===== src/hdl/pcvc_pkg.sv =====
// shared constants, codes and types of the pileup counter and variant caller
package pcvc_pkg;

	localparam int POSITIONS_DEF  = 4096;
	localparam int COUNT_BITS_DEF = 24;

	localparam int POS_W      = 12;
	localparam int BASE_W     = 3;
	localparam int DEPTH_W    = 26;
	localparam int FREQ_W     = 16;
	localparam int MINC_W     = 24;
	localparam int CFG_IDX_W  = 2;
	localparam int CFG_DATA_W = 24;
	localparam int NUM_BASES  = 4;

	localparam logic ACT_COUNT = 1'b0;
	localparam logic ACT_CALL  = 1'b1;

	localparam logic [BASE_W-1:0] BASE_A  = 3'd0;
	localparam logic [BASE_W-1:0] BASE_C  = 3'd1;
	localparam logic [BASE_W-1:0] BASE_G  = 3'd2;
	localparam logic [BASE_W-1:0] BASE_T  = 3'd3;
	localparam logic [BASE_W-1:0] NO_BASE = 3'd4;

	localparam logic [CFG_IDX_W-1:0] REG_REF_MODE  = 2'd0;
	localparam logic [CFG_IDX_W-1:0] REG_ALLOW_FIX = 2'd1;
	localparam logic [CFG_IDX_W-1:0] REG_FREQ_CUT  = 2'd2;
	localparam logic [CFG_IDX_W-1:0] REG_MIN_COUNT = 2'd3;

	localparam logic [FREQ_W-1:0]  FREQ_CUT_RST = 16'd3277;
	localparam logic [DEPTH_W-1:0] DEPTH_MAX    = 26'h3FFFFFF;

	typedef struct packed {
		logic              ref_mode;
		logic              allow_fix;
		logic [FREQ_W-1:0] freq_cut;
		logic [MINC_W-1:0] min_count;
	} cfg_t;

	typedef struct packed {
		logic              valid;
		logic [POS_W-1:0]  pos;
		logic [BASE_W-1:0] ref_base;
	} call_ctl_t;

endpackage


===== src/hdl/pcvc_caller.sv =====
// variant call pipeline: depth and consensus, threshold products, compares, output
module pcvc_caller
	import pcvc_pkg::*;
#(
	parameter int COUNT_BITS = COUNT_BITS_DEF
) (
	input  logic                            clk,
	input  logic                            arst_n,
	input  cfg_t                            cfg,
	input  call_ctl_t                       call_i,
	input  logic [NUM_BASES*COUNT_BITS-1:0] counts_i,
	output logic                            stall,
	output logic                            out_valid,
	input  logic                            out_ready,
	output logic [POS_W-1:0]                call_position,
	output logic [BASE_W-1:0]               consensus,
	output logic [DEPTH_W-1:0]              depth,
	output logic [NUM_BASES-1:0]            alt_called
);

	localparam int NW = COUNT_BITS + 2;
	localparam int PW = NW + FREQ_W + 1;
	localparam int MW = (COUNT_BITS > MINC_W) ? COUNT_BITS : MINC_W;

	logic                  valid_s2, valid_s3, valid_s4;
	logic [POS_W-1:0]      pos_s2, pos_s3, pos_s4;
	logic [BASE_W-1:0]     rb_s2;
	logic [COUNT_BITS-1:0] c_s2 [NUM_BASES];
	logic [COUNT_BITS-1:0] c_s3 [NUM_BASES];
	logic [COUNT_BITS-1:0] c_s4 [NUM_BASES];
	logic [NW-1:0]         n_s3, n_s4;
	logic [BASE_W-1:0]     cons_s3, cons_s4;
	logic [PW-1:0]         lo_s4, hi_s4;

	logic                 out_valid_q;
	logic [POS_W-1:0]     out_pos_q;
	logic [BASE_W-1:0]    out_cons_q;
	logic [DEPTH_W-1:0]   out_depth_q;
	logic [NUM_BASES-1:0] out_alt_q;

	logic [NW-1:0]        n_sum;
	logic [1:0]           maj;
	logic [BASE_W-1:0]    cons_nxt;
	logic                 no_upper;
	logic [PW-1:0]        scaled;
	logic [NUM_BASES-1:0] alt_nxt;
	logic [DEPTH_W-1:0]   depth_nxt;

	assign stall = out_valid_q && !out_ready && valid_s4;

	always_ff @(posedge clk or negedge arst_n) begin
		if (!arst_n) begin
			valid_s2 <= 1'b0;
			valid_s3 <= 1'b0;
			valid_s4 <= 1'b0;
		end else if (!stall) begin
			valid_s2 <= call_i.valid;
			valid_s3 <= valid_s2;
			valid_s4 <= valid_s3;
		end
	end

	always_comb begin
		n_sum = '0;
		for (int b = 0; b < NUM_BASES; b++) begin
			n_sum = n_sum + NW'(c_s2[b]);
		end
		maj = 2'd0;
		for (int b = 1; b < NUM_BASES; b++) begin
			if (c_s2[b] > c_s2[maj]) begin
				maj = 2'(b);
			end
		end
		if (cfg.ref_mode) begin
			cons_nxt = (rb_s2 < NO_BASE) ? rb_s2 : NO_BASE;
		end else if (n_sum == '0) begin
			cons_nxt = NO_BASE;
		end else begin
			cons_nxt = BASE_W'(maj);
		end
	end

	always_ff @(posedge clk) begin
		if (!stall) begin
			pos_s2 <= call_i.pos;
			rb_s2  <= call_i.ref_base;
			for (int b = 0; b < NUM_BASES; b++) begin
				c_s2[b] <= counts_i[b*COUNT_BITS +: COUNT_BITS];
			end
			pos_s3  <= pos_s2;
			c_s3    <= c_s2;
			n_s3    <= n_sum;
			cons_s3 <= cons_nxt;
			pos_s4  <= pos_s3;
			c_s4    <= c_s3;
			n_s4    <= n_s3;
			cons_s4 <= cons_s3;
			lo_s4   <= PW'(cfg.freq_cut) * PW'(n_s3);
			hi_s4   <= (PW'(1 << FREQ_W) - PW'(cfg.freq_cut)) * PW'(n_s3);
		end
	end

	assign no_upper = cfg.ref_mode && cfg.allow_fix;

	always_comb begin
		alt_nxt = '0;
		scaled  = '0;
		for (int b = 0; b < NUM_BASES; b++) begin
			scaled = PW'(c_s4[b]) << FREQ_W;
			if (cons_s4 != NO_BASE && cons_s4 != BASE_W'(b) && scaled > lo_s4 &&
			    (no_upper || scaled < hi_s4) &&
			    MW'(c_s4[b]) >= MW'(cfg.min_count)) begin
				alt_nxt[b] = 1'b1;
			end
		end
		depth_nxt = (64'(n_s4) > 64'(DEPTH_MAX)) ? DEPTH_MAX : DEPTH_W'(n_s4);
	end

	always_ff @(posedge clk or negedge arst_n) begin
		if (!arst_n) begin
			out_valid_q <= 1'b0;
		end else if (valid_s4 && !stall) begin
			out_valid_q <= 1'b1;
		end else if (out_ready) begin
			out_valid_q <= 1'b0;
		end
	end

	always_ff @(posedge clk) begin
		if (valid_s4 && !stall) begin
			out_pos_q   <= pos_s4;
			out_cons_q  <= cons_s4;
			out_depth_q <= depth_nxt;
			out_alt_q   <= alt_nxt;
		end
	end

	assign out_valid     = out_valid_q;
	assign call_position = out_pos_q;
	assign consensus     = out_cons_q;
	assign depth         = out_depth_q;
	assign alt_called    = out_alt_q;

`ifndef SYNTH
	a_cons_not_alt: assert property (@(posedge clk) disable iff (!arst_n)
		out_valid_q && out_cons_q != NO_BASE && !out_cons_q[2] |->
		out_alt_q[out_cons_q[1:0]] == 1'b0)
		else $error("consensus base marked as alternate");
	a_no_cons_no_alt: assert property (@(posedge clk) disable iff (!arst_n)
		out_valid_q && out_cons_q == NO_BASE |-> out_alt_q == '0)
		else $error("alternate called without consensus");
`endif

endmodule


===== config.mk =====
export PLATFORM = sky130hd
export DESIGN_NAME = pcvc_caller
export DESIGN_NICKNAME = d
export VERILOG_FILES = /design/src/hdl/pcvc_pkg.sv /design/src/hdl/pcvc_caller.sv
export SDC_FILE = /design/constraint.sdc
export NUM_CORES = 2
export LEC_CHECK = 0
export ABC_AREA = 1
export BUFFER_PORTS_ARGS = -buffer_cell sky130_fd_sc_hd__buf_2
export CAP_MARGIN = 20
export CORE_AREA = 2 2 348 350
export CTS_BUF_LIST = sky130_fd_sc_hd__clkbuf_4 sky130_fd_sc_hd__clkbuf_8 sky130_fd_sc_hd__clkbuf_16
export DETAILED_ROUTE_END_ITERATION = 10
export DIE_AREA = 0 0 350 352
export PLACE_DENSITY = 0.63
export SYNTH_ARGS = -nofsm -noshare
export SYNTH_HDL_FRONTEND = slang
export SYNTH_SLANG_ARGS = --single-unit

===== constraint.sdc =====
create_clock -name clk -period 27.6 [get_ports clk]
set_clock_uncertainty 0.2 [all_clocks]
set_input_delay 8.28 -clock clk [delete_from_list [all_inputs] [get_ports clk]]
set_output_delay 8.28 -clock clk [all_outputs]
set_load 0.05 [all_outputs]

* After elaboration in Yosys (flattened, before gate mapping) *
Index checks and enable logic that the tools add are counted.

word-level totals
  bits in registers = 519
  logic and storage cells = 107

operators by class
  add/subtract/negate cells = 4
  multiply operators = 2
  magnitude comparators = 18
  equal/unequal tests = 4
  muxes and demuxes = 18
  bitwise logic cells = 2
  reductions and logical operators = 29

operator list
  cell                                                number
  less-than comparator 40 x 43 -> 1 bit               4
  > comparator 40 x 42 -> 1 bit                       4
  binary-select mux 24 bit (select 2 bit)             2
  >= comparator 24 bit                                4
  2-to-1 mux 24 bit                                   4
  > comparator 24 bit                                 3
  multiplier 18 x 27 -> 43 bit                        1
  multiplier 16 x 26 -> 42 bit                        1
  adder 25 x 24 -> 26 bit                             1
  adder 26 x 24 -> 26 bit                             1
  logical NOT 26 bit                                  1
  adder 24 x 24 -> 25 bit                             1
  logical AND 1 bit                                   20
  subtractor 17 x 16 -> 18 bit, first input constant  1
  2-to-1 mux 3 bit                                    3
  2-to-1 mux 1 bit                                    7
  >= comparator 3 bit, second input constant          2
  != test 3 x 2 -> 1 bit, second input constant       2
  NOT 2 -> 3 bit                                      2
  logical OR 1 bit                                    4
  2-to-1 mux 2 bit                                    2
  less-than comparator 3 bit, second input constant   1
  != test 3 x 1 -> 1 bit, second input constant       1
  != test 3 bit, second input constant                1
  3 further kinds                                     4

* Logic depth before layout (Yosys ltp) *
  depth after elaboration = 16
  gate-level depth with buffers = 43
  depth with buffers taken out = 40

* Worst setup path after synthesis *
OpenSTA, ideal clock, no wires.

  path type = input to register
  start = input out_ready
  end = register valid_s3
  arrival time = 18.080 ns
  slack = 8.762 ns
  stages = 5
  buffers on the path = 0
  cell sequence = inv_1 > nand2_1 > nor2_1 > inv_1 > o21ai_0

on the way
  word-level cells in the longest chain between the ends = 3

ends and longest elaborated chain
  item                            RTL line           text
  from (decl)                     pcvc_caller.sv:14  input logic out_ready,
  logical NOT 1 bit               pcvc_caller.sv:49  assign stall = out_valid_q && !out_ready && valid_s4;
  logical AND 1 bit (2 in a row)  pcvc_caller.sv:49
  named net stall                 pcvc_caller.sv:12  output logic stall,
  to (signal assigned)            pcvc_caller.sv:58  valid_s3 <= valid_s2;
  to (decl)                       pcvc_caller.sv:25  logic valid_s2, valid_s3, valid_s4;

The timed path passes the listed nets, and every way through them passes these cells.
A chain may end at the register's enable or synchronous reset.

* Final worst setup path *
  start = input out_ready
  end = output stall

on the way
  word-level cells in the longest chain between the ends = 3

ends and longest elaborated chain
  item                            RTL line
  logical NOT 1 bit               pcvc_caller.sv:49
  logical AND 1 bit (2 in a row)  pcvc_caller.sv:49
  to (decl)                       pcvc_caller.sv:12

Every way passes these cells.

==> impl_metrics.json <==
{
  "final_antenna_net_count": 0,
  "via_count": 41201,
  "synthXorXnorAreaFrac_pct": 1.32,
  "timing.rr.start": "n_s3[6]",
  "crit_type": "primary input to primary output",
  "arrival_ns": 9.25,
  "syn-num-nets": 7512,
  "yosys_warnings": 0,
  "route.final.wire_length_um": 163000,
  "nFillCells": 11068,
  "cts_resized": 0,
  "crit_required_ns": 19.12,
  "hp-start": "pos_s3[0]",
  "synth_compound_area_share_pct": 5.58,
  "yosysTopAreaCell": "edfxtp_1",
  "ys_seq_area_share_pct": 27.9,
  "start_util_pct": 46.7,
  "ioPinCount": 204,
  "ys_types": 52,
  "rsz0062_at_grt": "no",
  "routedWlPerCell_um": 21.0,
  "portBuffers": 203,
  "tns_ns": 0,
  "post_cts_buffers": 0,
  "synth_top_family_by_area": "adder cells",
  "cp-end-kind": "primary output",
  "firstDrtPassIters": 6,
  "setup_viol": 0,
  "viasPerCell": 5.31,
  "grt_pass1_wl_um": 250000,
  "synthAdderAreaFrac_pct": 40.9,
  "maxSlewHeadroom_pct": 20.3,
  "worst_slew_pin_slew_ns": 1.19,
  "cts.clk_slew.worst_paths_ns": 0.08,
  "globalplace.congestion": 0.951,
  "drc": 0,
  "critPathMaxFanout": 3,
  "cts.sinks": 518,
  "tritoncts": "yes",
  "async_reset_ff_share_pct": 0.772,
  "cts-root-buf": "clkbuf_16",
  "synthSimpleGateAreaFrac_pct": 14.3,
  "drv_slew": 0,
  "grt_pass1_vias": 41540,
  "htreeDepth": 2,
  "final_nets": 7642,
  "start_kind": "primary input",
  "place_hpwl_um": 132000,
  "drt_iter0_drc": 3456,
  "synth_seq_cells": 518,
  "finalHoldViolCount": 0,
  "num_rows": 127,
  "synthMuxAreaShare_pct": 0,
  "grt_start_max_net_pins": 88,
  "period_share_pct": 64.2,
  "clk_latency_ns": 0.63,
  "min_path_type": "flip-flop to flip-flop",
  "final_layout_size_suffix_gt1_share_pct": 5.90,
  "startpoint": "out_ready",
  "synthToLayoutAreaGrowth_pct": 8.16,
  "yosysMostFrequentCell": "inv_1",
  "period_minus_slack_ns": 17.73,
  "clk_path_buf_depth": 3,
  "die_h_um": 352,
  "synth_area_mm2": 0.0557,
  "ys_top_cells_by_area": "edfxtp_1 28%, fa_1 27%, ha_1 14%",
  "status": "finished clean",
  "synth_edf_count": 514,
  "synth_common_cells": "1287 x inv_1, 1279 x nand2_1, 742 x fa_1",
  "synth_top_area_share_pct": 27.7,
  "cts_hold_buf": 0,
  "die_width_um": 350,
  "ys.flop_type": "edfxtp_1",
  "synthCells": 5978,
  "die-area_mm2": 0.123,
  "grt.overflow.total": 0,
  "cap_violations": 0,
  "grt_use_total_pct": 27.0,
  "grt_antenna_before_repair": 3,
  "fp.coreArea_mm2": 0.119,
  "postSynthAreaPerCell_um2": 9.32,
  "fmax_ghz": 0.0564,
  "numCtsBuffers": 52
}
## metal layers
layer	vias to the layer above	track usage, %	wire (um)
met5	-	0	27
met4	4	6.38	4200
met3	235	4.09	11700
met2	1416	42.9	74900
met1	20499	38.8	72300
li1	19047	-	-
## final timing paths
kind / depth (start not counted) / slack [ns] / to
hold / removal: 0 / 0.20 / pos_s4[0]
setup reg to reg: 21 / 20.55 / lo_s4[34]
hold reg to reg: 0 / 0.20 / pos_s4[0]
max in group asynchronous: 1 / 19.81 / valid_s2
min in group asynchronous: 1 / 7.25 / out_valid
setup / recovery: 5 / 9.87 / stall
## placed cells by master, fill, tap and decap left out, types with 25 or more instances in the layout
| cell | netlist | routed |
|---|---|---|
| inv_1 | 1287 | 1286 |
| nand2_1 | 1279 | 1279 |
| fa_1 | 742 | 742 |
| ha_1 | 635 | 635 |
| edfxtp_1 | 514 | 514 |
| nor2_1 | 419 | 419 |
| a21oi_1 | 276 | 275 |
| buf_2 | 10 | 203 |
| o21ai_0 | 137 | 137 |
| nand3_1 | 128 | 128 |
| nand4_1 | 56 | 56 |
| xor2_1 | 55 | 54 |
| clkbuf_16 | 0 | 53 |
| buf_4 | 4 | 43 |
| nor3_1 | 42 | 42 |
| xnor2_1 | 26 | 26 |
| a31oi_1 | 25 | 25 |
## through the flow
stage,instances,util (%),hold WS [ns],setup slack (ns),area [um^2]
final,7766,50.5,0.198,9.87,60300
after detailed placement,7665,48.9,0.205,9.87,58400
after CTS,7763,50.5,0.202,9.87,60200
after global routing,7764,50.5,0.217,9.80,60300
after global placement,7665,48.9,0.201,9.84,58400
after floorplan,5978,-,0.200,8.76,55700
## state kept, by name, indices dropped and copies added (netlist names), 4 cells and up
register,cells
alt_called,4
c_s2,96
c_s3,96
c_s4,96
call_position,12
depth,26
depth_nxt,26
hi_s4,43
lo_s4,41
n_s3,26
pos_s2,12
pos_s3,12
pos_s4,12
## logic make-up after synthesis
logic type      Yosys count
simple gates           1979
buf+inv                1463
xor+xnor                 82
fa+ha+maj              1377
compound gates          559
flops                   518
## cell type report
| type | count | area, um^2 | share of cell area [%] |
|---|---|---|---|
| multi-input combinational | 3997 | 34600 | 57.4 |
| clock inverter | 37 | 483 | 0.801 |
| tap | 1612 | 2020 | 3.35 |
| inverter | 1292 | 4860 | 8.06 |
| antenna | 2 | 5.00 | 0.00830 |
| timing repair buffer | 247 | 1370 | 2.27 |
| clock buffer | 61 | 1390 | 2.30 |
| sequential | 518 | 15500 | 25.8 |
## critical path, stage by stage
cell     delay, ns
buf_2         0.09
inv_1         0.10
nand2_1       0.08
nor2_1        0.35
buf_2         0.35
Power is left out: the tool's default activity adds up to more than one toggle a clock period on the data nets, which glitch-free logic cannot reach.
